<file path="src/sv/vumb_pkg.sv">
// Package with shared types, constants and the log fraction function of the VU meter.
`timescale 1ns / 1ps

package vumb_pkg;

  localparam int CFG_IDX_W = 2;

  typedef enum logic [CFG_IDX_W-1:0] {
    CFG_ALPHA    = 2'd0,
    CFG_CHANNELS = 2'd1,
    CFG_OFFSET   = 2'd2
  } vumb_cfg_e;

  localparam logic [23:0] ALPHA_RESET    = 24'd16776051;
  localparam logic [1:0]  CHANNELS_RESET = 2'd2;
  localparam logic [1:0]  CHANNELS_STEREO = 2'd2;
  localparam logic [9:0]  OFFSET_RESET   = 10'd288;

  localparam int VU_W = 10;
  localparam int PEG_W = 2;
  localparam int LOG_FRAC_W = 16;
  localparam int DB_SHIFT = 28;
  localparam int DB_OCT_W = 21;
  localparam logic signed [DB_OCT_W-1:0] DB_PER_OCTAVE_Q16 = 21'sd394566;

  localparam int VU_MIN = -320;
  localparam int VU_MAX = 48;

  localparam logic [PEG_W-1:0] PEG_NONE = 2'd0;
  localparam logic [PEG_W-1:0] PEG_LOW  = 2'd1;
  localparam logic [PEG_W-1:0] PEG_HIGH = 2'd2;

  typedef struct packed {
    logic pend;
    logic zero;
  } vumb_tag_t;

  // Base-2 log of (1 + step) in Q16, with step in Q30, found by repeated squaring.
  function automatic logic [LOG_FRAC_W-1:0] log2_frac_q16(input logic [63:0] step_q30);
    logic [63:0] xv;
    logic [LOG_FRAC_W-1:0] r;
    xv = (64'd1 << 30) + step_q30;
    r = '0;
    for (int k = 0; k < LOG_FRAC_W; k++) begin
      xv = (xv * xv) >> 30;
      r = {r[LOG_FRAC_W-2:0], 1'b0};
      if (xv >= (64'd1 << 31)) begin
        r[0] = 1'b1;
        xv = xv >> 1;
      end
    end
    return r;
  endfunction

endpackage

</file>
<file path="src/sv/vumb_integrator.sv">
// Rectifier, channel average and one-pole level integrator.
`timescale 1ns / 1ps

module vumb_integrator #(
  parameter int SAMPLE_BITS    = 24,
  parameter int COEF_FRAC_BITS = 24
) (
  input  logic                                     clk_i,
  input  logic                                     rst_ni,
  input  logic                                     adv_i,
  input  logic                                     accept_i,
  input  logic signed [SAMPLE_BITS-1:0]            left_sample_i,
  input  logic signed [SAMPLE_BITS-1:0]            right_sample_i,
  input  logic                                     block_end_i,
  input  logic [COEF_FRAC_BITS-1:0]                alpha_i,
  input  logic [1:0]                               channel_count_i,
  output logic [SAMPLE_BITS+COEF_FRAC_BITS-1:0]    level_o,
  output logic                                     pend_o
);
  import vumb_pkg::*;

  localparam int SW = SAMPLE_BITS;
  localparam int FW = COEF_FRAC_BITS;
  localparam int YW = SW + FW;

  logic [SW-1:0]   mag_l;
  logic [SW-1:0]   mag_r;
  logic [SW:0]     mag_sum;
  logic [SW-1:0]   avg;
  logic [SW-1:0]   hi;
  logic [FW-1:0]   lo;
  logic [FW:0]     one_minus_a;
  logic [FW+SW-1:0] t_hi;
  logic [FW+SW:0]  t_in;
  logic [2*FW-1:0] t_lo;
  logic [YW-1:0]   level_d;
  logic [YW-1:0]   level_q;
  logic            pend_d;
  logic            pend_q;

  always_comb begin
    mag_l = left_sample_i[SW-1] ? (~left_sample_i + SW'(1)) : left_sample_i;
    mag_r = right_sample_i[SW-1] ? (~right_sample_i + SW'(1)) : right_sample_i;
    mag_sum = (SW+1)'(mag_l) + (SW+1)'(mag_r);
    avg = (channel_count_i == CHANNELS_STEREO) ? mag_sum[SW:1] : mag_l;

    hi = level_q[YW-1:FW];
    lo = level_q[FW-1:0];
    one_minus_a = {1'b1, FW'(0)} - {1'b0, alpha_i};
    t_hi = (FW+SW)'(alpha_i) * (FW+SW)'(hi);
    t_in = (FW+SW+1)'(one_minus_a) * (FW+SW+1)'(avg);
    t_lo = (2*FW)'(alpha_i) * (2*FW)'(lo);
    level_d = YW'(t_hi) + YW'(t_in) + YW'(t_lo[2*FW-1:FW]);
    pend_d = accept_i & block_end_i;
  end

  always_ff @(posedge clk_i or negedge rst_ni) begin
    if (!rst_ni) begin
      level_q <= '0;
      pend_q <= 1'b0;
    end else begin
      if (accept_i) begin
        level_q <= level_d;
      end
      if (adv_i) begin
        pend_q <= pend_d;
      end
    end
  end

  assign level_o = level_q;
  assign pend_o = pend_q;

endmodule

</file>
<file path="config.mk">
export PLATFORM = sky130hd
export DESIGN_NAME = vumb_integrator
export DESIGN_NICKNAME = d
export VERILOG_FILES = /design/src/sv/vumb_pkg.sv /design/src/sv/vumb_integrator.sv
export SDC_FILE = /design/constraint.sdc
export NUM_CORES = 2
export LEC_CHECK = 0
export BUFFER_PORTS_ARGS = -buffer_cell sky130_fd_sc_hd__buf_4
export CAP_MARGIN = 10
export CELL_PAD_IN_SITES_DETAIL_PLACEMENT = 1
export CELL_PAD_IN_SITES_GLOBAL_PLACEMENT = 2
export CORE_MARGIN = 2
export CORE_UTILIZATION = 39
export CTS_BUF_LIST = sky130_fd_sc_hd__clkbuf_4
export DETAILED_ROUTE_END_ITERATION = 8
export GPL_TIMING_DRIVEN = 0
export PLACE_DENSITY_LB_ADDON = 0.1
export SLEW_MARGIN = 15
export SYNTH_ARGS = -nofsm -noshare
export SYNTH_HDL_FRONTEND = slang
export SYNTH_SLANG_ARGS = --single-unit
</file>
<file path="constraint.sdc">
create_clock -name clk_i -period 12.5 [get_ports clk_i]
set_clock_uncertainty 0.1 [all_clocks]
set_input_delay 1.25 -clock clk_i [delete_from_list [all_inputs] [get_ports clk_i]]
set_output_delay 1.25 -clock clk_i [all_outputs]
set_load 0.02 [all_outputs]
</file>
# == Word-level counts from Yosys, hierarchy flattened ==
# Cells that the tools add are included.
# W data, S select, Z words.
# word_totals
reg_bits,49
inputBits,79
elab_cells,18
# classes
addsub,6
n_mul,3
eq_ne,1
muxes,3
bitwise,3
# op_table
op,count
$mul A24 B24 Y48,2
$mux W24,3
$add A24 B2 Y24 const B,2
$add A48 B24 Y48,1
$add A48 B48 Y48,1
$mul A25 B24 Y48,1
$not A24 Y24,2
$add A24 B24 Y25,1
$sub A25 B24 Y25 const A,1
$eq A2 B2 Y1 const B,1
$and A1 B1 Y1,1

# == Depth between registers and ports, before layout ==
# depth
word_depth,8
mapped_depth,56

# == Least setup slack after synthesis ==
# Ideal clock, no wire load.
# synth_timing
path_kind,input port to flip-flop
from,input port alpha_i[14]
to,"register level_q[44], in the netlist level_o[44]"
setup_time_ns,0.125
arrival_time_ns,14.485
required_ns,12.275
path_slack_ns,-2.209
cell_stages,52
n_path_buf,3
path_cell_list,clkbuf_1 -> clkbuf_1 -> clkbuf_1 -> nand2_1 -> fa_1 -> inv_1 -> fa_1 -> inv_1 -> fa_1 -> fa_1 -> inv_1 -> fa_1 -> fa_1 -> inv_1 -> fa_1 -> inv_1 -> ha_1 -> a211oi_1 -> [16 not listed] -> fa_1 -> fa_1 -> inv_1 -> fa_1 -> inv_1 -> fa_1 -> inv_1 -> ha_1 -> nand4_1 -> nor2_1 -> inv_1 -> o31ai_1 -> a311o_1 -> o221a_2 -> a31oi_1 -> o41ai_1 -> xor2_1 -> mux2_2
# synth_between
elab_chain_cells,4
# synth_rtl
item,line,rtl
start: declaration,vumb_integrator.sv:15,"input logic [COEF_FRAC_BITS-1:0] alpha_i,"
$sub A25 B24 Y25,vumb_integrator.sv:49,"one_minus_a = {1'b1, FW'(0)} - {1'b0, alpha_i};"
$mul A25 B24 Y48,vumb_integrator.sv:51,t_in = (FW+SW+1)'(one_minus_a) * (FW+SW+1)'(avg);
$add A48 B48 Y48,vumb_integrator.sv:53,level_d = YW'(t_hi) + YW'(t_in) + YW'(t_lo[2*FW-1:FW]);
$add A48 B24 Y48 (*),vumb_integrator.sv:53,
end signal: assignment,vumb_integrator.sv:63,level_q <= level_d;
end: declaration,vumb_integrator.sv:37,logic [YW-1:0] level_q;
# Every way passes the cells marked *; elsewhere a longest branch is shown, timed or not.
# A chain may end at the register's enable or synchronous reset.

# == Final worst setup path ==
# Same ends and word-level chain as after synthesis.

==> metrics <==
row count 145; layout cells sized above 1 10.9%; GP Congestion 0.925; Routed WL per cell 27.4 um; Maximum Capacitance Violations 0; die width 400 um; Seq/Total Area, Yosys 2.01%; Net Count, Synth 9,077; Crit. End Element flop; # DRC 0; Area growth syn-to-layout 13.6%; maximum clock rate 0.0685 GHz; Worst Path Max Fanout 9; Worst EP arrival 14.92 ns; cell mode on critical path fa_1; CTS sink count 49; RSZ-0062 raised after global routing true; io pins 128; Root Buffer clkbuf_4; Main synth FF type dfrtp_1; first-pass GRT wire length 370,000 um; CP max stage delay 0.62 ns; mapped cell area 0.0611 mm2; reg2reg start level_o[8]; largest family of logic cells by synthesized area adder cells; slew at the pin closest to its max-slew limit 1.28 ns; Pre-antenna DRT Iters 5; post-synthesis register bit count 49; Startpoint Class input pin; R2R Setup Slk -2.05 ns; core area 0.156 mm2; CP Buf/Inv Count 16; synth unique cells 81; DR vias 47,800; CTS H-tree lvls 2; gr usage total 32.4%; Period Utilization, post-route 117%; worst skew pair latency 0.54 ns; post-synthesis mux area share 0.803%; Die ar. 0.160 mm2; failing checks negative setup slack; status complete, but fails checks; fraction of the mapped netlist area in simple logic gates 15.5%; CP Capture Point level_o[44]; crit path launch alpha_i[14]; Gate Count Post-Synth 6,898; DP HPWL 219,000 um; slowest CP cell fa_1; CTS tree done; Synth Area in Adders 62.4%; setup ws final -2.10 ns; Hold Crit Class flop to flop; Tmin final 14.60 ns; Setup-failing EPs final 38; WP depth 52; clk buf depth 2; port bufs 106; Setup CP Type input pin to flop; Inserted Clock Buffers 5; largest net degree at the start of global routing 50; Slew Limit Fails 0; vias per cell 5.18; delay-heaviest family, CP adder cells; hold_sp pend_o; total grt overflow 0; Initial DRC Count 2,973; initial antenna violation count 21; post-place setup slack -4.73 ns; slew margin rel. 14.2%; XOR/XNOR Fraction of Synth Area 2.51%; fin nets 9,327; clk slew on worst S/H paths 0.22 ns; Worst EP required 12.82 ns; final WL 253,000 um; R2R Path End level_o[44]; post-synthesis compound-gate area fraction 3.64%; Starting Density 39.2%; Post-CTS Hold Buffers 0; worst reg2reg path depth 56; fraction of registers with async set or reset after synthesis 100%; final hold vios 0; Post-Syn Area per Cell 8.86 um2; EDFF count, synth 0; Synthesis Warnings 0; ANT nets after route 0; total negative slack -54.64 ns; vias in the first global route 52,800; die height 400 um
==> kinds of logic after synthesis <==
group,count (synthesis)
fa+ha+maj,2100
xor+xnor,174
mux,44
buf+inv,2133
simple gates,2058
flops,49
compound gates,340
==> flip-flops by register name, indices dropped and copies added (netlist names) <==
signal	cells
level_o	48
pend_o	1
==> layer usage <==
layer	wire, um	vias up	GRT usage (%)
met2	115000	1305	52.2
li1	-	20300	-
met3	14000	280	2.83
met5	41	-	0
met1	113000	25800	46.1
met4	11400	6	10.7
==> synth_stat cells, types with 10 or more instances <==
| master | n | share of area [%] |
|---|---|---|
| o21ai_0 | 55 | 0.45 |
| nand2b_1 | 22 | 0.23 |
| nand4_1 | 10 | 0.10 |
| nor3_1 | 32 | 0.26 |
| nor2b_1 | 12 | 0.12 |
| ha_1 | 521 | 11 |
| xnor2_1 | 115 | 1.6 |
| a21o_1 | 50 | 0.61 |
| or4_1 | 10 | 0.12 |
| and2_1 | 509 | 5.2 |
| nand2_1 | 1149 | 7.1 |
| o21a_1 | 18 | 0.22 |
| o31ai_1 | 21 | 0.26 |
| buf_2 | 11 | 0.090 |
| or3_1 | 10 | 0.10 |
| dfrtp_1 | 49 | 2.0 |
| clkbuf_1 | 319 | 2.0 |
| nand3_1 | 18 | 0.15 |
| inv_1 | 1796 | 11 |
| xor2_1 | 58 | 0.83 |
| fa_1 | 1579 | 52 |
| nor2_1 | 239 | 1.5 |
| and3_1 | 16 | 0.16 |
| o21bai_1 | 16 | 0.20 |
| mux2_2 | 40 | 0.74 |
| a21oi_1 | 103 | 0.84 |
==> cell usage in the layout (no fill, tap or decap), types with 14 or more instances in the layout <==
cell,instances
buf_4,221
fa_1,1555
xnor2_1,94
and3_1,15
clkbuf_8,26
buf_6,20
nor2_1,227
xnor2_2,18
dfrtp_1,34
ha_4,26
nor3_1,28
clkbuf_1,149
inv_2,29
ha_1,488
o31ai_1,16
o21ai_0,39
nand2_1,1137
clkbuf_4,23
and2_1,504
clkbuf_2,46
clkbuf_16,63
inv_1,1767
a21o_1,48
nand2b_1,21
nand3_1,15
a21oi_2,30
xor2_1,49
diode_2,14
a21oi_1,63
buf_2,14
o21a_1,17
mux2_2,27
fa_2,24
==> worst register-to-register path, delay by kind of cell, from the launching register on <==
family | cells | cell delay, ns
adders and majority gates | 17 | 7.79
AOI/OAI and AO/OA | 15 | 3.13
buffers and inverters | 18 | 1.49
DFF | 1 | 0.60
and+or+nand+nor | 3 | 0.56
xor gates and xnor gates | 2 | 0.48
muxes | 1 | 0.27
==> how the worst min path moves through the flow <==
stage | endpoint | slack (ns) | cells past startpoint
floorplan | pend_o | 0.52 | 2
global placement | pend_o | 0.43 | 2
detailed placement | pend_o | 0.47 | 2
CTS | pend_o | 0.49 | 2
global route | pend_o | 0.56 | 2
finish | pend_o | 0.48 | 2
==> repair_timing <==
action,4_1_cts,5_1_grt
buffers inserted,90,38
pin swaps,86,65
gates resized for setup,384,126
endpoints found under the setup margin,42,41
gates cloned,0,1
==> cell type report <==
class | count | area [um2]
antenna | 14 | 35.0
clock inverter | 2 | 15.0
clock buffer | 6 | 45.0
multi-input combinational | 4716 | 53500
timing repair buffer | 245 | 2070
inverter | 1797 | 6750
tap | 2058 | 2570
sequential | 49 | 1250
buffer | 334 | 3120
fill | 18100 | 86500
==> metrics by stage <==
stage / util (%) / cells / instance area, um2 / hold WS [ns]
after floorplan: - / 6898 / 62300 / 0.517
after global placement: 42.1 / 9062 / 65600 / 0.435
after detailed placement: 42.3 / 9072 / 65900 / 0.467
after CTS: 44.0 / 9169 / 68600 / 0.493
after global routing: 44.5 / 9208 / 69300 / 0.556
final: 44.5 / 9221 / 69400 / 0.475
Power is left out: the tool's default activity adds up to more than one toggle a clock period on the data nets, which glitch-free logic cannot reach.
