$ cat src/sv/vumb_pkg.sv
// Package with shared types, constants and the log fraction function of the VU meter.
`timescale 1ns / 1ps

package vumb_pkg;

  localparam int CFG_IDX_W = 2;

  typedef enum logic [CFG_IDX_W-1:0] {
    CFG_ALPHA    = 2'd0,
    CFG_CHANNELS = 2'd1,
    CFG_OFFSET   = 2'd2
  } vumb_cfg_e;

  localparam logic [23:0] ALPHA_RESET    = 24'd16776051;
  localparam logic [1:0]  CHANNELS_RESET = 2'd2;
  localparam logic [1:0]  CHANNELS_STEREO = 2'd2;
  localparam logic [9:0]  OFFSET_RESET   = 10'd288;

  localparam int VU_W = 10;
  localparam int PEG_W = 2;
  localparam int LOG_FRAC_W = 16;
  localparam int DB_SHIFT = 28;
  localparam int DB_OCT_W = 21;
  localparam logic signed [DB_OCT_W-1:0] DB_PER_OCTAVE_Q16 = 21'sd394566;

  localparam int VU_MIN = -320;
  localparam int VU_MAX = 48;

  localparam logic [PEG_W-1:0] PEG_NONE = 2'd0;
  localparam logic [PEG_W-1:0] PEG_LOW  = 2'd1;
  localparam logic [PEG_W-1:0] PEG_HIGH = 2'd2;

  typedef struct packed {
    logic pend;
    logic zero;
  } vumb_tag_t;

  // Base-2 log of (1 + step) in Q16, with step in Q30, found by repeated squaring.
  function automatic logic [LOG_FRAC_W-1:0] log2_frac_q16(input logic [63:0] step_q30);
    logic [63:0] xv;
    logic [LOG_FRAC_W-1:0] r;
    xv = (64'd1 << 30) + step_q30;
    r = '0;
    for (int k = 0; k < LOG_FRAC_W; k++) begin
      xv = (xv * xv) >> 30;
      r = {r[LOG_FRAC_W-2:0], 1'b0};
      if (xv >= (64'd1 << 31)) begin
        r[0] = 1'b1;
        xv = xv >> 1;
      end
    end
    return r;
  endfunction

endpackage

$ cat src/sv/vumb_log2.sv
// Leading-one detection and fraction table lookup that give the integrator's log2 in Q16.
`timescale 1ns / 1ps

module vumb_log2 #(
  parameter int YW                = 48,
  parameter int LOG_TABLE_ENTRIES = 32,
  parameter int LGW               = 23
) (
  input  logic                   clk_i,
  input  logic                   rst_ni,
  input  logic                   adv_i,
  input  logic                   pend_i,
  input  logic [YW-1:0]          level_i,
  output vumb_pkg::vumb_tag_t    tag_o,
  output logic signed [LGW-1:0]  lg_o
);
  import vumb_pkg::*;

  localparam int PW = $clog2(YW);
  localparam int IDXW = $clog2(LOG_TABLE_ENTRIES);
  localparam int NW = $clog2(LOG_TABLE_ENTRIES + 1);

  logic [LOG_FRAC_W-1:0] log_tab [LOG_TABLE_ENTRIES];

  for (genvar gi = 0; gi < LOG_TABLE_ENTRIES; gi++) begin : g_tab
    localparam logic [63:0] StepQ30 = (64'(gi) << 30) / LOG_TABLE_ENTRIES;
    assign log_tab[gi] = log2_frac_q16(StepQ30);
  end

  // First stage: leading-one position.
  vumb_tag_t       tag_a_d;
  vumb_tag_t       tag_a_q;
  logic [PW-1:0]   pos_d;
  logic [PW-1:0]   pos_q;
  logic [YW-1:0]   level_a_q;

  always_comb begin
    pos_d = '0;
    for (int i = 0; i < YW; i++) begin
      if (level_i[i]) begin
        pos_d = PW'(i);
      end
    end
    tag_a_d.pend = pend_i;
    tag_a_d.zero = (level_i == '0);
  end

  // Second stage: normalize, index the table and assemble the log.
  logic [PW-1:0]       shamt;
  logic [YW-1:0]       norm;
  logic [YW+29:0]      frac_wide;
  logic [30:0]         frac31;
  logic [30+NW:0]      idx_prod;
  logic [IDXW-1:0]     idx;
  logic signed [LGW-1:0] ipart;
  logic signed [LGW-1:0] lg_d;
  logic signed [LGW-1:0] lg_q;
  vumb_tag_t           tag_b_q;

  always_comb begin
    shamt = PW'(YW - 1) - pos_q;
    norm = level_a_q << shamt;
    frac_wide = {norm[YW-2:0], 31'b0};
    frac31 = frac_wide[YW+29 -: 31];
    idx_prod = (31+NW)'(frac31) * (31+NW)'(LOG_TABLE_ENTRIES);
    idx = idx_prod[31 +: IDXW];
    ipart = LGW'($signed({1'b0, pos_q})) - LGW'(YW - 1);
    lg_d = (ipart <<< LOG_FRAC_W) + LGW'(log_tab[idx]);
  end

  always_ff @(posedge clk_i or negedge rst_ni) begin
    if (!rst_ni) begin
      tag_a_q <= '0;
      tag_b_q <= '0;
    end else if (adv_i) begin
      tag_a_q <= tag_a_d;
      tag_b_q <= tag_a_q;
    end
  end

  always_ff @(posedge clk_i) begin
    if (adv_i) begin
      pos_q <= pos_d;
      level_a_q <= level_i;
      lg_q <= lg_d;
    end
  end

  assign tag_o = tag_b_q;
  assign lg_o = lg_q;

endmodule

$ cat config.mk
export PLATFORM = sky130hd
export DESIGN_NAME = vumb_log2
export DESIGN_NICKNAME = d
export VERILOG_FILES = /design/src/sv/vumb_pkg.sv /design/src/sv/vumb_log2.sv
export SDC_FILE = /design/constraint.sdc
export NUM_CORES = 1
export LEC_CHECK = 0
export ABC_AREA = 1
export BUFFER_PORTS_ARGS = -buffer_cell sky130_fd_sc_hd__buf_2
export CORE_ASPECT_RATIO = 0.5
export CORE_MARGIN = 2
export CORE_UTILIZATION = 55
export DETAILED_ROUTE_END_ITERATION = 16
export PLACE_DENSITY = 0.77
export SLEW_MARGIN = 30
export SYNTH_ARGS = -nofsm -noshare
export SYNTH_HDL_FRONTEND = slang
export SYNTH_SLANG_ARGS = --single-unit
$ cat constraint.sdc
create_clock -name clk_i -period 5.6 [get_ports clk_i]
set_input_delay 1.12 -clock clk_i [delete_from_list [all_inputs] [get_ports clk_i]]
set_output_delay 1.12 -clock clk_i [all_outputs]
set_load 0.01 [all_outputs]
# After elaboration in Yosys (flattened, before gate mapping)
# Memory sizes are Yosys's and may differ from the RTL's.
# Index checks and enable logic that the tools add are counted.
# classes
add_sub_neg	3
order_cmp	1
shift	1
n_mux	48
n_bitwise	1
n_reduce_logical	5
# ops
cell	n
2-to-1 mux 6 bit	28
zero test 48 bit	1
left shift 48 x 6 -> 47 bit	1
2-to-1 mux 16 bit	2
2-to-1 mux 4 bit	8
adder 23 x 16 -> 23 bit	1
OR reduction 16 bit	1
2-to-1 mux 3 bit	4
2-to-1 mux 2 bit	4
OR reduction 8 bit	1
subtractor 6 x 6 -> 7 bit, second input constant	1
greater-or-equal comparator 6 bit, second input constant	1
NOT 5 -> 6 bit	1
subtractor 6 bit, first input constant	1
OR reduction 4 bit	1
2-to-1 mux 1 bit	2
OR reduction 2 bit	1
# totals
reg_bits	81
mem_bits_ro	512
input_bits	52
word_cells	71
memories	1
# mem_list
name	words	word_bits	read_ports	rd_ports_with_merged_regs	write_ports	line_no	text
(no name shown)	32	16	1	0	0	vumb_log2.sv:68	lg_d = (ipart <<< LOG_FRAC_W) + LGW'(log_tab[idx]);

# Depth between registers and ports, before layout
# logic_depth
word_depth	46
depth_mapped	47
ltp_nobuf	47

# Worst setup path before layout
# Ideal clock, no wire load.
# synth_timing
path_kind	reg2reg
startpoint	reg pos_q[0]
endpoint	reg lg_q[5] (netlist: lg_o[5]), data pin
setup_time_ns	0.260
t_arrival_ns	3.055
required_ns	5.340
setup_slack_ns	2.285
path_stages_with_launch	17
n_path_buf	3
period_less_slack_ns	3.315
path_cell_list	edfxtp_1 > clkbuf_1 > buf_2 > buf_2 > o21ai_1 > o211ai_1 > o221ai_1 > a32o_1 > a22oi_1 > inv_2 > ha_1 > inv_1 > nand2_1 > o211ai_1 > a21oi_1 > a221oi_1 > inv_1
# synth_between
elab_chain_cells	7
# synth_rtl
item	line_no	text
start, declared	vumb_log2.sv:34	logic [PW-1:0] pos_q;
start signal, assigned	vumb_log2.sv:83	pos_q <= pos_d;
subtractor 6 bit	vumb_log2.sv:61	shamt = PW'(YW - 1) - pos_q;
left shift 48 x 6 -> 47 bit	vumb_log2.sv:62	norm = level_a_q << shamt;
NOT 5 -> 6 bit (implied by the code)	vumb_log2.sv:68	
memory read (32 x 16 bit)	-	
2-to-1 mux 16 bit (implied by the code) (2 in a row)	vumb_log2.sv:68	
adder 23 x 16 -> 23 bit	vumb_log2.sv:68	
net lg_d[5]	vumb_log2.sv:56	logic signed [LGW-1:0] lg_d;
end signal, assigned	vumb_log2.sv:85	lg_q <= lg_d;
end, declared	vumb_log2.sv:57	logic signed [LGW-1:0] lg_q;
# The timed path passes the listed nets, and every way through them passes these cells. The select of a mux whose other input is x is not followed.
# A chain may end at the register's enable or synchronous reset.

# Worst setup path after layout
# layout_timing
startpoint	reg pos_q[1]
endpoint	reg lg_q[5] (netlist: lg_o[5]), data pin
# The elaborated chain is that of the path after synthesis.

==> metrics.md <==
| Metric | Value |
|---|---|
| Outcome | `finished clean` |
| Asr flop ratio synth | `0.05000` |
| Highest achievable clock rate | `0.2434 GHz` |
| Area delta synth->final | `14.14%` |
| CP Capture Point | `lg_o[5]` |
| Hold slack | `about 0.47 ns` |
| Top Usage Layer GRT | `met2` |
| Total Die Area | `0.01062 mm²` |
| Count of endpoints failing hold in the final timing report | `0` |
| Later-pin clock latency in the skew report | `around 0.35 ns` |
| Maximum root-to-sink buffer count | `2` |
| R2r startpoint | `pos_q[1]` |
| Initial antenna violation count | `0` |
| Share of cells above drive strength 1 | `0.1667` |
| M1 GR Usage | `0.3628` |
| Arrival time of data at the critical path endpoint | `about 4.2 ns` |
| Highest net fanout along the worst path | `27` |
| EDFF count, synth | `76` |
| GRT Util Overall | `0.2676` |
| DR pass1 iterations | `5` |
| Post-CTS Setup Bufs | `0` |
| Via Count | `4,864` |
| Worst EP required | `5.70 ns` |
| Post-Synthesis Cells | `677` |
| ANT nets after route | `0` |
| Ports placed on the boundary | `77` |
| Maximum resistive drop on vdd | `0.1500 mV` |
| Starting utilization of the core area | `0.5669` |
| Met2 usage in global routing | `0.4233` |
| Nature of the critical path startpoint | `flop` |
| Total power density per cell area | `305.6 mW/mm²` |
| Worst Reg-to-Reg Cells | `15` |
| Via count of the first global-routing pass | `4,367` |
| Clock tree from TritonCTS | `yes` |
| Met3 Usage GRT | `0.06975` |
| Number of port buffers | `76` |
| Clock tree skew after final layout | `between 0.008 and 0.009 ns` |
| Post-CTS sizing | `0` |
| CTS H-Tree Depth | `3` |
| Leakage power of the design | `0.002824 µW` |
| Layout Nets | `just over 800` |
| Transition time at the pin with the least slew margin | `0.8628 ns` |
| Sequential element share of the synthesized area | `0.4434` |
| Wire length of the first global-routing pass | `approximately 21 mm` |
| Routed wire length per instance | `15.24 µm` |
| Most frequent cells in the layout | `sky130_fd_sc_hd__nand2_1, sky130_fd_sc_hd__edfxtp_1, sky130_fd_sc_hd__buf_2` |
| DRC errors left | `0` |
| Max cap viols | `0` |
| Worst reg-to-reg setup slack | `around 1.5 ns` |
| Number of hold buffers added after CTS | `0` |
| Number of unique standard cell types used by synthesis | `43` |
| Prevailing post-synth register cell | `sky130_fd_sc_hd__edfxtp_1` |
| Standard cell area after detailed placement | `between 0.005 and 0.006 mm²` |
| Post-route setup TNS | `0 ns` |
| Kind of critical path | `flop to flop` |
| Clock buffer count from CTS | `9` |
| Warnings from Yosys | `0` |
| DRC marker count from the first detailed-route iteration | `459` |
| Total standard cell area after synthesis | `0.005373 mm²` |
| Fin crit period | `around 4 ns` |
| Number of nets produced by synthesis | `roughly 750` |
| Core outline area | `between 0.009 and 0.01 mm²` |
| TritonCTS sink count | `80` |
| Category of the worst setup path capture point | `flop` |
| Clock-pin slew reported for the worst setup and hold paths after clock tree synthesis | `0.07 ns` |
| Number of antenna cells inserted | `0` |
| Horizontal die dimension | `143.8 µm` |
| Max-Slew Margin vs Limit | `0.4248` |
| Cell Rows | `25` |
| Cell at the root of the clock tree | `sky130_fd_sc_hd__clkbuf_16` |
| Overflow left after global routing | `0` |
| Critical R2R Capture | `lg_o[5]` |
| Area of all placed cells without fillers | `0.006132 mm²` |
| Gpl congestion | `0.9161` |
| Final-report setup violation count | `0` |
| Drt via density | `5.534` |
| Hold Path Class | `flop to flop` |
| Height of the die | `73.89 µm` |
| Unrepaired setup endpoints after global routing | `false` |
| Worst setup path start | `pos_q[1]` |
| Post-synthesis sequential element count | `80` |
| Final cycle utilization of the critical path | `0.7336` |
| Leading cell type in the layout, fill and taps excluded | `sky130_fd_sc_hd__nand2_1` |
| Final Max Tran Viols | `0` |
| Post-detail-place hpwl | `9.900 mm` |
| Post-synthesis area per instance | `7.936 µm²` |
| Maximum number of pins on one net before global-route repair | `~70` |
| Routed Wire Length | `13.40 mm` |
==> final cells by class <==
type                    count  area (µm²)
flip-flops and latches     80        2382
inverters                  98       451.7
well taps                 135       168.9
fillers                   869        3346
clock buffers               9       225.2
repair buffers             80       412.9
multi-input cells         470        2410
clock inverters             7       81.33
==> worst max-delay path, stage by stage (launching register included) <==
cell and delay (ns):
sky130_fd_sc_hd__edfxtp_1 0.63, sky130_fd_sc_hd__inv_2 0.46, sky130_fd_sc_hd__nor2_2 0.16, sky130_fd_sc_hd__inv_2 0.23, sky130_fd_sc_hd__o221ai_1 0.14, sky130_fd_sc_hd__o21ai_0 0.18
sky130_fd_sc_hd__nand2_1 0.09, sky130_fd_sc_hd__a22oi_1 0.64, sky130_fd_sc_hd__inv_2 0.21, sky130_fd_sc_hd__ha_1 0.28, sky130_fd_sc_hd__inv_1 0.07, sky130_fd_sc_hd__nand2_1 0.07
sky130_fd_sc_hd__o211ai_1 0.28, sky130_fd_sc_hd__a21oi_1 0.11, sky130_fd_sc_hd__a221oi_1 0.23, sky130_fd_sc_hd__inv_1 0.07
==> stage by stage <==
step | total power (µW) | worst slack (ns) | utilization | instances
after floorplan | 1114 | 2.285 | - | 677
after detailed placement | 1266 | 1.600 | 0.6147 | 863
final | 1874 | 1.492 | 0.6470 | 879
after global placement | 1262 | 1.740 | 0.6147 | 863
after CTS | 1877 | 1.590 | 0.6470 | 879
after global routing | 1976 | 1.021 | 0.6470 | 879
==> cells by family (layout without fill, tap and decap cells) <==
kind of cell    Yosys count  count (layout)  share of synthesized area
simple gates            297             297                     0.2184
compound gates          143             143                     0.1677
buf+inv                 127             194                     0.1081
flops                    80              80                     0.4434
fa+ha+maj                16              16                    0.03726
mux                      10              10                    0.01863
xor+xnor                  4               4                   0.006522
==> Yosys cell counts (all sizes together), types with 2 or more instances <==
master   number  area share
inv          91       0.064
edfxtp       76        0.42
mux2i        10       0.019
dfrtp         4       0.019
a221oi        6      0.0098
a32oi         2      0.0033
and2          2      0.0023
ha           16       0.037
nor3          5      0.0047
o2111ai       4      0.0065
nand2       199        0.14
o21ai        62       0.058
nor4          3      0.0035
o22ai         6      0.0070
a21oi        18       0.017
a211oi        3      0.0042
xor2          3      0.0049
buf          20       0.018
a31oi         4      0.0047
a22oi         2      0.0028
a41oi         3      0.0049
clkbuf        9      0.0063
nor2         59       0.042
nand3        28       0.026
bufinv        6       0.020
o211ai       13       0.018
o221ai        8       0.013
o311ai        5      0.0082
==> sequential cells by signal, indices dropped and copies added (netlist names) <==
name and count:
tag_a_q 2, lg_o 23, pos_q 6, level_a_q 47
tag_o 2
==> power by group <==
| part | switching (µW) | internal (µW) | total (µW) |
|---|---|---|---|
| clock network | 259 | 353 | 612 |
| logic | 317 | 175 | 491 |
| registers | 35.8 | 735 | 771 |
| total | 611 | 1260 | 1870 |
==> worst min path at each step <==
stage	start	end	slack [ns]	cells past startpoint
6_report	tag_o[0]	tag_o[0]	0.47	2
5_1_grt	tag_o[0]	tag_o[0]	0.50	2
4_1_cts	tag_o[0]	tag_o[0]	0.47	2
3_5_place_dp	tag_o[0]	tag_o[0]	0.45	2
3_3_place_gp	tag_o[0]	tag_o[0]	0.45	2
2_1_floorplan	tag_a_q[1]	tag_a_q[1]	0.44	2
==> per-layer routing <==
metal / vias up / wire, µm
met1: 2181 / 6084
met2: 239 / 5885
met5: - / 0
met4: 0 / 250
met3: 26 / 1180
li1: 2418 / -
No activity file was read; power rests on OpenSTA's default activity.
