File: src/sv/vumb_pkg.sv
// Package with shared types, constants and the log fraction function of the VU meter.
`timescale 1ns / 1ps

package vumb_pkg;

  localparam int CFG_IDX_W = 2;

  typedef enum logic [CFG_IDX_W-1:0] {
    CFG_ALPHA    = 2'd0,
    CFG_CHANNELS = 2'd1,
    CFG_OFFSET   = 2'd2
  } vumb_cfg_e;

  localparam logic [23:0] ALPHA_RESET    = 24'd16776051;
  localparam logic [1:0]  CHANNELS_RESET = 2'd2;
  localparam logic [1:0]  CHANNELS_STEREO = 2'd2;
  localparam logic [9:0]  OFFSET_RESET   = 10'd288;

  localparam int VU_W = 10;
  localparam int PEG_W = 2;
  localparam int LOG_FRAC_W = 16;
  localparam int DB_SHIFT = 28;
  localparam int DB_OCT_W = 21;
  localparam logic signed [DB_OCT_W-1:0] DB_PER_OCTAVE_Q16 = 21'sd394566;

  localparam int VU_MIN = -320;
  localparam int VU_MAX = 48;

  localparam logic [PEG_W-1:0] PEG_NONE = 2'd0;
  localparam logic [PEG_W-1:0] PEG_LOW  = 2'd1;
  localparam logic [PEG_W-1:0] PEG_HIGH = 2'd2;

  typedef struct packed {
    logic pend;
    logic zero;
  } vumb_tag_t;

  // Base-2 log of (1 + step) in Q16, with step in Q30, found by repeated squaring.
  function automatic logic [LOG_FRAC_W-1:0] log2_frac_q16(input logic [63:0] step_q30);
    logic [63:0] xv;
    logic [LOG_FRAC_W-1:0] r;
    xv = (64'd1 << 30) + step_q30;
    r = '0;
    for (int k = 0; k < LOG_FRAC_W; k++) begin
      xv = (xv * xv) >> 30;
      r = {r[LOG_FRAC_W-2:0], 1'b0};
      if (xv >= (64'd1 << 31)) begin
        r[0] = 1'b1;
        xv = xv >> 1;
      end
    end
    return r;
  endfunction

endpackage

File: src/sv/vumb_scale.sv
// Decibel scaling, reference offset, clamping and the result register.
`timescale 1ns / 1ps

module vumb_scale #(
  parameter int LGW = 23
) (
  input  logic                              clk_i,
  input  logic                              rst_ni,
  input  logic                              adv_i,
  input  vumb_pkg::vumb_tag_t               tag_i,
  input  logic signed [LGW-1:0]             lg_i,
  input  logic [9:0]                        offset_i,
  output logic                              valid_o,
  output logic signed [vumb_pkg::VU_W-1:0]  vu_level_o,
  output logic [vumb_pkg::PEG_W-1:0]        pegged_o
);
  import vumb_pkg::*;

  localparam int PRW = LGW + DB_OCT_W;
  localparam int DBW = PRW - DB_SHIFT;
  localparam int VW = DBW + 2;

  logic signed [PRW-1:0] prod_d;
  logic signed [PRW-1:0] prod_q;
  vumb_tag_t             tag_c_q;
  logic signed [DBW-1:0] db16;
  logic signed [VW-1:0]  vu_sum;
  logic signed [VW-1:0]  offset_s;
  logic signed [VU_W-1:0] vu_d;
  logic [PEG_W-1:0]      peg_d;
  logic signed [VU_W-1:0] vu_q;
  logic [PEG_W-1:0]      peg_q;
  logic                  valid_q;

  always_comb begin
    prod_d = PRW'(lg_i) * PRW'(DB_PER_OCTAVE_Q16);
  end

  // The arithmetic shift floors toward minus infinity.
  always_comb begin
    db16 = prod_q[PRW-1:DB_SHIFT];
    offset_s = $signed(VW'(offset_i));
    vu_sum = VW'(db16) + offset_s;
    priority if (tag_c_q.zero) begin
      vu_d = VU_W'(VU_MIN);
      peg_d = PEG_LOW;
    end else if (vu_sum < VW'(VU_MIN)) begin
      vu_d = VU_W'(VU_MIN);
      peg_d = PEG_LOW;
    end else if (vu_sum > VW'(VU_MAX)) begin
      vu_d = VU_W'(VU_MAX);
      peg_d = PEG_HIGH;
    end else begin
      vu_d = VU_W'(vu_sum);
      peg_d = PEG_NONE;
    end
  end

  always_ff @(posedge clk_i or negedge rst_ni) begin
    if (!rst_ni) begin
      tag_c_q <= '0;
      valid_q <= 1'b0;
    end else if (adv_i) begin
      tag_c_q <= tag_i;
      valid_q <= tag_c_q.pend;
    end
  end

  always_ff @(posedge clk_i) begin
    if (adv_i) begin
      prod_q <= prod_d;
      vu_q <= vu_d;
      peg_q <= peg_d;
    end
  end

  assign valid_o = valid_q;
  assign vu_level_o = vu_q;
  assign pegged_o = peg_q;

endmodule

File: config.mk
export PLATFORM = sky130hd
export DESIGN_NAME = vumb_scale
export DESIGN_NICKNAME = d
export VERILOG_FILES = /design/src/sv/vumb_pkg.sv /design/src/sv/vumb_scale.sv
export SDC_FILE = /design/constraint.sdc
export NUM_CORES = 1
export LEC_CHECK = 0
export ABC_AREA = 1
export BUFFER_PORTS_ARGS = -buffer_cell sky130_fd_sc_hd__buf_2
export CELL_PAD_IN_SITES_DETAIL_PLACEMENT = 0
export CELL_PAD_IN_SITES_GLOBAL_PLACEMENT = 1
export CORE_UTILIZATION = 25
export CTS_CLUSTER_SIZE = 25
export DETAILED_ROUTE_END_ITERATION = 7
export GPL_ROUTABILITY_DRIVEN = 1
export PLACE_DENSITY = 0.59
export SYNTH_ARGS = -nofsm -noshare
export SYNTH_HDL_FRONTEND = slang
export SYNTH_SLANG_ARGS = --single-unit
File: constraint.sdc
create_clock -name clk_i -period 3.4 [get_ports clk_i]
set_clock_uncertainty 0.15 [all_clocks]
set_input_delay 0.51 -clock clk_i [delete_from_list [all_inputs] [get_ports clk_i]]
set_output_delay 0.51 -clock clk_i [all_outputs]
set_load 0.02 [all_outputs]
## Yosys cells after proc, flatten, opt, wreduce, memory -nomap -nowiden

Index checks and enable logic that the tools add are counted.

| storage, ports and cells | value |
|---|---|
| bits in registers | 57 |
| input port bits | 38 |
| output and inout bits | 13 |

| cells by class | value |
|---|---|
| add/subtract/negate cells | 1 |
| multipliers | 1 |
| magnitude comparators | 2 |
| mux-type cells | 2 |
| reductions and logical operators | 2 |

Operators with widths:

| operator | number |
|---|---|
| 23-bit by 19-bit multiplier with 42-bit output, second input constant | 1 |
| 15-bit by 11-bit adder with 16-bit output | 1 |
| 16-bit by 7-bit greater-than comparator with 1-bit output, second input constant | 1 |
| 16-bit by 10-bit less-than comparator with 1-bit output, second input constant | 1 |
| 10-bit 2-to-1 mux | 1 |
| 3-bit OR reduction | 1 |
| 2-bit 2-to-1 mux | 1 |
| 2-bit OR reduction | 1 |

## Logic depth before layout (Yosys ltp)

Gate-level depths: netlist of the first run.

| logic depth | value |
|---|---|
| depth after elaboration | 3 |
| gate-level depth with buffers | 23 |

## Worst setup path after synthesis of the first run

No wires, ideal clock.

| timing path | value |
|---|---|
| kind | in2reg |
| from | input lg_i[22] |
| to | register prod_q[40] (data pin) |
| arrival | 4969 ps |
| path slack | -1977 ps |
| stages | 19 |
| buffers on the path | 2 |
| path through | clkbuf_1 > inv_1 > clkbuf_1 > fa_1 > inv_1 > ha_1 > fa_1 > fa_1 > inv_1 > fa_1 > inv_1 > ha_1 > nand2_1 > nor2_1 > inv_1 > nor4_1 > nand4_1 > nand3_1 > xor2_1 |

| on the way | value |
|---|---|
| cells in the longest elaborated chain, start to end | 1 |

Ends and longest elaborated chain:

| item | RTL line | text |
|---|---|---|
| start: declaration | vumb_scale.sv:11 | `input logic signed [LGW-1:0] lg_i,` |
| 23-bit by 19-bit multiplier with 42-bit output | vumb_scale.sv:36 | `prod_d = PRW'(lg_i) * PRW'(DB_PER_OCTAVE_Q16);` |
| net prod_d[40] | vumb_scale.sv:23 | `logic signed [PRW-1:0] prod_d;` |
| end signal: assignment | vumb_scale.sv:71 | `prod_q <= prod_d;` |
| end: declaration | vumb_scale.sv:24 | `logic signed [PRW-1:0] prod_q;` |

The timed path passes the listed nets, and every way through them passes these cells.
A chain may end at the register's enable or synchronous reset.

## Worst setup path in the final report of the first run

| timing path | value |
|---|---|
| from | input lg_i[13] |
| to | register prod_q[38] (data pin) |

Same word-level chain as after synthesis.

==> metrics.md, run 1 <==
| Metric | Value |
|---|---|
| Outcome | `complete, but fails checks` |
| Violated checks | `setup timing` |
| Seq/Total Area, Yosys | `9.95%` |
| Area of the multi-input gates | `0.00839 mm²` |
| Post-Synth XOR/XNOR Area | `3.25%` |
| WP data required | `3270 ps` |
| Largest family of logic cells by synthesized area | `adder cells` |
| Die footprint | `0.0364 mm²` |
| Die Y | `191 µm` |
| Pins Over Slew Limit | `0` |
| Clk buf depth | `2` |
| Non-filler cells, final | `1782` |
| CTS Buf Count | `5` |
| Detailed-route wire length per cell | `14.3 µm` |
| Design area | `0.0127 mm²` |
| Library cells used by synthesis | `36` |
| Worst Tran Pin Value | `687 ps` |
| Achievable frequency | `217 MHz` |
| Final Critical Period | `4610 ps` |
| Final worst setup slack | `-1210 ps` |
| Simple-gate share of the synthesized area | `16.5%` |
| Layout overhead on the synthesized area | `42.7%` |
| Reg area | `886 µm²` |
| Dpl hpwl | `23.0 mm` |
| Largest net degree at the start of global routing | `34` |
| Worst hold path type | `in2reg` |
| Setup repair after global routing missed its margin | `true` |
| # IOs | `51` |
| Setup crit start | `lg_i[13]` |
| Worst Path Arrival | `4480 ps` |
| Overall Global Routing Usage | `14.8%` |
| Hold depth | `3` |
| IO buf count | `50` |
| DRC | `0` |
| Mux cell area share after synthesis | `0%` |
| Vias | `7542` |
| Syn Nets | `1453` |
| Fin Hold WS | `286 ps` |
| Register bit total from synthesis | `30` |
| Placed Cells | `1764` |
| Sink Count | `30` |
| CTS tree | `yes` |
| Die X | `191 µm` |
| Placement Cell Area | `0.0114 mm²` |
| Nets | `1661` |
| Hold path start | `tag_i[1]` |
| Worst-path clk slew | `50 ps` |
| Fillers | `3586` |
| Std cell rows | `68` |
| R2R depth | `16` |
| Synth Cell Area | `0.00890 mm²` |
| Vias per Instance | `4.23` |
| Post-synthesis compound-gate area fraction | `7.52%` |
| RePlAce Congestion | `0.859` |
| Cells after Synth | `1118` |
| Adder-Cell Fraction of Synth Area | `50.2%` |
| Antenna violations before repair | `0` |
| Max FO, Critical Path | `5` |
| Final period utilization | `136%` |
| Final ANT Viol Nets | `0` |
| Max-cap viol count | `0` |
| Final WL | `25.5 mm` |
| Drt first pass iters | `4` |
| Starting Density | `25.6%` |
| Mean post-synth cell area | `7.96 µm²` |
| Critical path class | `in2reg` |
| Yosys warns | `0` |
| CP Launch Type | `input pin` |
| Crit end category | `register` |
| Ant. Diodes | `0` |
| Rel. slew slack | `54.2%` |
| Vias in the first global route | `8129` |
| Worst-Skew Late Latency | `280 ps` |
| R2R Path Start | `prod_q[28]` |
| Final Hold Fails | `0` |
| H-tree Lvls | `2` |
| Share of layout cells above drive strength 1 | `35.0%` |
| Final setup viols | `15` |
| Core footprint | `0.0348 mm²` |
| Initial drt markers | `195` |
| Grt ovf | `0` |
| CTS root buf | `clkbuf_16` |
| First-pass GRT wire length | `42.0 mm` |
## layer usage
layer | GRT usage [%] | vias to the layer above | share of wire [%]
met3 | 1.34 | 18 | 2.0
li1 | - | 3908 | -
met4 | 2.37 | 0 | 1.3
met5 | 0 | - | 0
met1 | 18.8 | 3550 | 46
met2 | 27.4 | 66 | 50
## kinds of logic after synthesis
group	Yosys count
xor+xnor	33
simple gates	343
flops	30
compound gates	115
buf+inv	300
fa+ha+maj	297
## registers in the layout, summed over array words and instances (netlist names)
register / flops
prod_q: 15
valid_o: 1
vu_level_o: 10
tag_c_q: 2
pegged_o: 2
## critical path: stages
cell and delay, ps:
buf_12 110, ha_4 250, inv_2 30, fa_1 480
inv_2 40, ha_4 250, fa_1 430, fa_1 560
inv_2 40, fa_1 520, inv_2 50, ha_4 280
nand2_4 80, nand2_4 60, o21bai_4 170, o21bai_4 180
o21ai_2 130, nand4_1 120, xor2_1 160
## path summary, 6_finish.rpt
| kind | end | slack, ps |
|---|---|---|
| max reg2reg | vu_level_o[3] | 650 |
| min in group asynchronous | tag_c_q[0] | 430 |
| max in group asynchronous | tag_c_q[1] | 2570 |
| min | tag_c_q[1] | 290 |
| max | prod_q[38] | -1210 |
| min reg2reg | valid_o | 360 |
## cells in the final DEF, fill, tap and decap left out, types with 11 or more instances in the layout
| master | count |
|---|---|
| inv_1 | 251 |
| nand2_1 | 166 |
| buf_4 | 150 |
| ha_1 | 129 |
| fa_1 | 93 |
| ha_4 | 63 |
| inv_2 | 45 |
| nor2_1 | 41 |
| buf_2 | 34 |
| nand3_1 | 31 |
| nand2_2 | 30 |
| edfxtp_1 | 27 |
| a21oi_1 | 23 |
| a21oi_2 | 20 |
| o21ai_0 | 18 |
| xor2_1 | 16 |
| nor2_4 | 12 |
| nand2_4 | 11 |
| nor2_2 | 11 |
| a21o_1 | 11 |
| nand4_1 | 11 |
## per-stage QoR
stage | util [%] | setup WS, ps | setup TNS, ps
after floorplan | - | -1150 | -15630
after global placement | 32.9 | -1790 | -23280
after detailed placement | 32.9 | -1830 | -23460
after CTS | 35.9 | -1190 | -16780
after global routing | 36.5 | -1360 | -19300
final | 36.5 | -1210 | -16850
## layout make-up
| type | instances | area share, % |
|---|---|---|
| sequential | 30 | 6.97 |
| inverter | 298 | 8.85 |
| multi-input combinational | 788 | 66.1 |
| tap | 455 | 4.48 |
| timing repair buffer | 203 | 12.5 |
| clock inverter | 1 | 0.0394 |
| clock buffer | 7 | 1.12 |
## timing repair
action / 4_1_cts / 5_1_grt
hold buffers: 1 / 0
resized for setup: 172 / 42
endpoints found under the hold margin: 3 / 0
pin swaps: 80 / 24
endpoints found under the setup margin: 15 / 15
setup buffers: 8 / 1
## cells in the mapped netlist
library cell,instances,area [µm²]
inv_1,296,1110
nand2_1,202,758
ha_1,197,2460
fa_1,100,2000
nor2_1,61,229
a21oi_1,46,230
nand3_1,36,180
o21ai_0,32,160
edfxtp_1,27,811
xor2_1,21,184
a21o_1,12,90.1
xnor2_1,12,105
nand4_1,11,68.8
nor3_1,9,45.0
nand3_2,6,60.1
o21bai_1,6,45.0
a21boi_0,5,37.5
nand2_2,5,31.3
a31oi_1,4,25.0
dfrtp_1,3,75.1
nand3b_1,3,22.5
nor2_2,3,18.8
nor4_1,3,18.8
o21a_1,3,22.5
and2_1,2,12.5
clkbuf_1,2,7.51
inv_2,2,7.51
a21oi_2,1,8.76
a22o_1,1,8.76
nand2_4,1,11.3
nor3_2,1,10.0
o2111ai_1,1,8.76
o211ai_1,1,7.51
o21ai_1,1,5.00
o21bai_2,1,11.3
o221ai_1,1,8.76
Power of run 1 is left out: the tool's default activity adds up to more than one toggle a clock period on the data nets, which glitch-free logic cannot reach.
==> run 2, diff against run 1 <==
- CAP_MARGIN: unset -> 0
- REMOVE_ABC_BUFFERS: unset -> 1
==> run 2 against run 1 <==
Against the previous run: the run still ends with setup timing left; non-clock buffer count grew 32; critical path depth rose by 2; critical path type unchanged; utilization up 0.78 points; setup slack got worse by 18 ps; wire length down 2.1%; global-route usage is 0.77 points lower; flip-flop and latch count did not move; cell area up 2.1%; largest cell class unchanged.
==> metrics.md, run 2 (synthesis results as in run 1) <==
| Metric | Value |
|---|---|
| Antenna violations before repair | `0 (unchanged)` |
| Die X | `191 µm (unchanged)` |
| H-tree Lvls | `2 (unchanged)` |
| CP endpoint | `prod_q[34]` |
| Placement Cell Area | `0.0109 mm² (-4.5%)` |
| Crit end category | `register` |
| RePlAce Congestion | `0.838 (-2.5%)` |
| Worst Path Arrival | `4500 ps (+20 ps)` |
| Commonest cells after routing, fill and taps aside | `245 x inv_1, 174 x buf_4, 160 x nand2_1` |
| Layout overhead on the synthesized area | `45.7%` |
| Final Hold Fails | `0 (unchanged)` |
| Worst-Skew Late Latency | `280 ps (about the same)` |
| Final worst setup slack | `-1230 ps (-17.5 ps)` |
| Final Critical Period | `4630 ps (+17.5 ps)` |
| Max stage delay on crit path | `500 ps (-60 ps)` |
| Critical path depth in cells | `21 (+2)` |
| Rel. slew slack | `55.2% (+1.0 points)` |
| CP Buf/Inv Count | `6 (+1)` |
| DRC | `0 (unchanged)` |
| Std cell rows | `68 (unchanged)` |
| Core footprint | `0.0348 mm² (unchanged)` |
| Final ANT Viol Nets | `0 (unchanged)` |
| CTS tree | `yes` |
| CP Launch Type | `input pin` |
| Design area | `0.0130 mm² (+2.1%)` |
| Fillers | `3571 (-0.42%)` |
| Outcome | `complete, but fails checks` |
| Drt first pass iters | `4 (unchanged)` |
| Max FO, Critical Path | `3 (-2)` |
| First-pass GRT wire length | `40.4 mm (-3.9%)` |
| CP delay by family, top | `adder cells` |
| Starting Density | `25.6% (unchanged)` |
| Critical path class | `in2reg` |
| Final WL | `25.0 mm (-2.1%)` |
| Slowest cell on crit path | `fa_1` |
| Vias | `7591 (+0.65%)` |
| CTS Buf Count | `5 (unchanged)` |
| R2R Path Start | `prod_q[28]` |
| Grt ovf | `0 (unchanged)` |
| Ant. Diodes | `0 (unchanged)` |
| Violated checks | `setup timing` |
| Overall Global Routing Usage | `14.0% (-0.77 points)` |
| CP Cell Sequence | `buf_8, ha_4, inv_2, fa_1, inv_2, ha_4, fa_1, fa_1, inv_1, fa_1, inv_2, ha_4, nand2_2, nand2_2, o21bai_4, o21bai_4, buf_6, a21oi_4, nand2_2, a21oi_2, xnor2_1` |
| Clk buf depth | `2 (unchanged)` |
| Worst-path clk slew | `50 ps (about the same)` |
| Pins Over Slew Limit | `0 (unchanged)` |
| Setup repair after global routing missed its margin | `true` |
| Worst hold path type | `in2reg` |
| Hold depth | `3 (unchanged)` |
| Cell mode on critical path | `fa_1` |
| Nets | `1693 (+1.9%)` |
| Sink Count | `30 (unchanged)` |
| IO buf count | `50 (unchanged)` |
| Setup crit start | `lg_i[11]` |
| Largest net degree at the start of global routing | `34 (unchanged)` |
| Most flops, register | `prod_q` |
| Achievable frequency | `216 MHz (-0.38%)` |
| Most common cell after layout, fill and taps aside | `inv_1` |
| Reg2reg end | `vu_level_o[2]` |
| Max-cap viol count | `0 (unchanged)` |
| Final period utilization | `136% (+0.52 points)` |
| Worst Tran Pin Value | `672 ps (-15.0 ps)` |
| DP Worst Slack | `-2060 ps (-230 ps)` |
| Detailed-route wire length per cell | `13.8 µm (-3.8%)` |
| Share of layout cells above drive strength 1 | `38.1% (+3.2 points)` |
| WP data required | `3280 ps (about the same)` |
| Dpl hpwl | `21.9 mm (-5.0%)` |
| Vias in the first global route | `8209 (+0.98%)` |
| Max FFs per register | `15 (unchanged)` |
| CTS root buf | `clkbuf_16` |
| Initial drt markers | `309 (+58%)` |
| Reg2Reg Setup Slack | `690 ps (+40 ps)` |
| R2R depth | `15 (-1)` |
| Die footprint | `0.0364 mm² (unchanged)` |
| # IOs | `51 (unchanged)` |
| Final setup viols | `15 (unchanged)` |
| Vias per Instance | `4.18 (-1.1%)` |
| Die Y | `191 µm (unchanged)` |
run 2: cell types whose count changed in the layout (fill, tap and decap cells not counted), sizes merged:
cell | before | now
inv | 297 | 298
buf | 201 | 232
clkbuf | 8 | 9
clkinvlp | 1 | 0
run 2: cell type report:
class                      instances  area [µm²]  share of cell area, %
multi-input combinational        788        8410                   64.8
timing repair buffer             235        1840                   14.2
tap                              455         569                   4.39
sequential                        30         886                   6.83
clock buffer                       7         143                   1.10
clock inverter                     1        5.00                 0.0386
inverter                         298        1120                   8.66
run 2: worst min path at each step:
stage	slack, ps	to	startpoint
global placement	160	tag_c_q[0]	rst_ni
floorplan	60	tag_c_q[0]	rst_ni
CTS	310	tag_c_q[1]	tag_i[1]
finish	310	tag_c_q[0]	tag_i[0]
global route	320	tag_c_q[1]	tag_i[1]
detailed placement	160	valid_o	rst_ni
run 2: timing repair:
| item | 4_1_cts | 5_1_grt |
|---|---|---|
| buffers inserted | 15 | 8 |
| setup endpoints to repair | 15 | 15 |
| gates cloned | 0 | 0 |
| endpoints found under the hold margin | 3 | 0 |
| resized for setup | 296 | 80 |
| hold buffers | 1 | 0 |
| pin swaps | 161 | 70 |
run 2: worst register-to-register path, cell delays in order, from the launching register on:
cell,delay [ps]
edfxtp_1,330
ha_1,220
inv_1,70
fa_1,400
inv_1,130
nand3_1,100
nand2_1,140
nand2_1,60
nand2_1,70
xnor2_1,210
nand2_1,90
nor2_1,110
nand3_1,130
nand2_4,120
nand3_2,120
nor2_1,110
run 2: through the flow:
stage | hold WS, ps | cells | util (%) | TNS [ps]
2_1_floorplan | 64.4 | 1116 | - | -20150
3_3_place_gp | 159 | 1782 | 31.4 | -28210
3_5_place_dp | 161 | 1782 | 31.4 | -28590
4_1_cts | 309 | 1806 | 36.2 | -17660
5_1_grt | 323 | 1814 | 37.3 | -20040
6_report | 308 | 1814 | 37.3 | -17860
run 2: per-layer routing:
metal	wire (µm)	vias to the layer above	GRT usage, %
met1	12200	3507	18.8
met5	0	-	0
li1	-	3985	-
met3	361	17	0.755
met2	12100	82	25.1
met4	326	0	2.15
Power of run 2 is left out for the same reason.
==> run 3, diff against run 2 <==
--- a/config.mk
+++ b/config.mk
@@ -12,3 +12,3 @@
 export CELL_PAD_IN_SITES_GLOBAL_PLACEMENT = 1
-export CORE_UTILIZATION = 25
+export CORE_UTILIZATION = 44
 export CTS_CLUSTER_SIZE = 25
@@ -16,3 +16,3 @@
 export GPL_ROUTABILITY_DRIVEN = 1
-export PLACE_DENSITY = 0.59
+export PLACE_DENSITY = 0.9
 export REMOVE_ABC_BUFFERS = 1
==> constraint.sdc (replaced) <==
create_clock -name clk_i -period 4 [get_ports clk_i]
set_clock_uncertainty 0.15 [all_clocks]
set_input_delay 0.2 -clock clk_i [delete_from_list [all_inputs] [get_ports clk_i]]
set_output_delay 0.2 -clock clk_i [all_outputs]
set_load 0.02 [all_outputs]
==> run 3 against run 2 <==
Against the previous run: the flow still finishes with violations (setup timing); die area fell by 43%; critical path type unchanged; clock-buffer cell count fell by 1; setup slack improved by 700 ps; first-iteration DRC count rose by 47%; non-clock buffer count fell by 3; flip-flop and latch count did not move; largest cell class unchanged; via count rose by 11%; wire length rose by 15%; sequential share of layout area rose by 0.13 points; cell count fell by 11%.
==> metrics.md, run 3 (synthesis results as in run 1) <==
| Metric | Value |
|---|---|
| Outcome | `complete, but fails checks` |
| Violated checks | `setup timing` |
| Final WL | `28.6 mm (+15%)` |
| Vias in the first global route | `8647 (+5.3%)` |
| Hold depth | `3 (unchanged)` |
| CP Launch Type | `input pin` |
| Reg area | `886 µm² (unchanged)` |
| Overall Global Routing Usage | `26.1% (+12 points)` |
| Antenna violations before repair | `0 (unchanged)` |
| Initial drt markers | `455 (+47%)` |
| IO buf count | `50 (unchanged)` |
| H-tree Lvls | `2 (unchanged)` |
| Largest net degree at the start of global routing | `34 (unchanged)` |
| Final worst setup slack | `-525 ps (+700 ps)` |
| Final ANT Viol Nets | `0 (unchanged)` |
| End-of-flow core utilization | `64.8% (+27 points)` |
| Commonest cells after routing, fill and taps aside | `246 x inv_1, 168 x buf_4, 164 x nand2_1` |
| CTS tree | `yes` |
| Max FO, Critical Path | `5 (+2)` |
| RePlAce Congestion | `0.939 (+12%)` |
| Final Hold Fails | `0 (unchanged)` |
| Std cell rows | `51 (-25%)` |
| Sink Count | `30 (unchanged)` |
| Drt first pass iters | `5 (+1)` |
| Critical path class | `in2reg` |
| Die X | `144 µm (-24%)` |
| Setup repair after global routing missed its margin | `true` |
| R2R Path Start | `prod_q[28]` |
| Setup crit start | `lg_i[14]` |
| Achievable frequency | `221 MHz` |
| Max FFs per register | `15 (unchanged)` |
| Most flops, register | `prod_q` |
| WP data required | `3880 ps (+600 ps)` |
| Fin Hold WS | `3.58 ps (-304 ps)` |
| Ant. Diodes | `0 (unchanged)` |
| DP Worst Slack | `-1030 ps (+1030 ps)` |
| Pins Over Slew Limit | `0 (unchanged)` |
| Detailed-route wire length per cell | `17.7 µm (+28%)` |
| Worst Path Arrival | `4400 ps (-100 ps)` |
| Dpl hpwl | `20.2 mm (-7.8%)` |
| Final period utilization | `113%` |
| Core footprint | `0.0197 mm² (-44%)` |
| Layout overhead on the synthesized area | `43.0%` |
| CTS root buf | `clkbuf_16` |
| Final Critical Period | `4530 ps` |
| Nets | `1690 (-0.18%)` |
| Worst hold path type | `in2reg` |
| Final setup viols | `15 (unchanged)` |
| DRC | `0 (unchanged)` |
| R2R depth | `15 (unchanged)` |
| Most common cell after layout, fill and taps aside | `inv_1` |
| First-pass GRT wire length | `41.7 mm (+3.1%)` |
| Area of the multi-input gates | `0.00840 mm² (-0.12%)` |
| Rel. slew slack | `53.3% (-1.9 points)` |
| Grt ovf | `0 (unchanged)` |
| Starting Density | `45.3% (+20 points)` |
| Max-cap viol count | `0 (unchanged)` |
| Die Y | `144 µm (-24%)` |
| Vias per Instance | `5.22 (+25%)` |
| Share of layout cells above drive strength 1 | `37.6% (-0.51 points)` |
| Clk buf depth | `2 (unchanged)` |
| Hold path start | `tag_i[0]` |
| Fillers | `1491 (-58%)` |
| Worst Tran Pin Value | `701 ps (+29.0 ps)` |
| Worst-Skew Late Latency | `280 ps (about the same)` |
| Crit end category | `register` |
| Worst-path clk slew | `50 ps (about the same)` |
| # IOs | `51 (unchanged)` |
| CTS Buf Count | `5 (unchanged)` |
| Vias | `8463 (+11%)` |
| Die footprint | `0.0208 mm² (-43%)` |
==> run 3: cell types whose count changed in the layout (fill, tap and decap cells not counted), moves of 3 or more <==
| cell | before | now |
|---|---|---|
| nand3_2 | 10 | 13 |
| ha_1 | 125 | 128 |
| nor2_2 | 13 | 8 |
| a21oi_4 | 7 | 10 |
| nand2_1 | 160 | 164 |
| xor2_2 | 5 | 2 |
| a21oi_1 | 24 | 20 |
| nand2_2 | 37 | 33 |
| buf_4 | 174 | 168 |
| nor2_4 | 13 | 17 |
| buf_2 | 31 | 34 |
| xor2_1 | 15 | 19 |
==> run 3: final timing paths <==
check / end / slack (ps)
worst min-delay path: tag_c_q[0] / 4
worst max-delay path: prod_q[35] / -530
min in group asynchronous: tag_c_q[0] / 90
max in group asynchronous: valid_o / 3500
worst max register to register: vu_level_o[0] / 1280
worst min register to register: valid_o / 370
==> run 3: final cells by class <==
type,instances,share of cell area [%]
Clock buffer,6,1.09
Clock inverter,2,0.0983
Inverter,298,8.84
Multi-Input combinational cell,788,66.0
Sequential cell,30,6.96
Tap cell,265,2.60
Timing Repair Buffer,232,14.4
==> run 3: metrics by stage <==
stage          setup TNS (ps)  cells  instance area, µm²
2_1_floorplan           -6500   1116                8900
3_3_place_gp           -13100   1586               10700
3_5_place_dp           -13840   1586               10700
4_1_cts                 -3960   1612               12200
5_1_grt                 -7920   1621               12700
6_report                -6520   1621               12700
==> run 3: worst max-delay path, cell delays in order <==
cell and delay (ps):
buf_12 120, ha_4 260, inv_2 30, fa_1 490
inv_2 60, ha_4 280, fa_1 450, fa_1 540
inv_2 60, fa_1 530, inv_2 50, ha_4 240
a21oi_4 180, nor2_1 80, o211ai_1 200, nand2_2 110
a21oi_2 160, nand2_4 100, nand2_2 90, nand2_1 50
nand2_1 60, nand2_1 50
==> run 3: repair_timing <==
item / in CTS / in global routing
hold endpoints to repair: 4 / 0
resized for setup: 262 / 111
buffers inserted: 18 / 10
pin swaps: 144 / 98
setup endpoints to repair: 15 / 15
hold buffers: 2 / 0
==> run 3: per-layer routing <==
| metal | vias to the layer above | wire length [µm] | global-route usage [%] |
|---|---|---|---|
| li1 | 3974 | - | - |
| met1 | 4026 | 11000 | 30.0 |
| met2 | 333 | 14500 | 47.7 |
| met3 | 130 | 1250 | 2.45 |
| met4 | 0 | 1810 | 14.3 |
| met5 | - | 0 | 0 |
Power of run 3 is left out for the same reason.
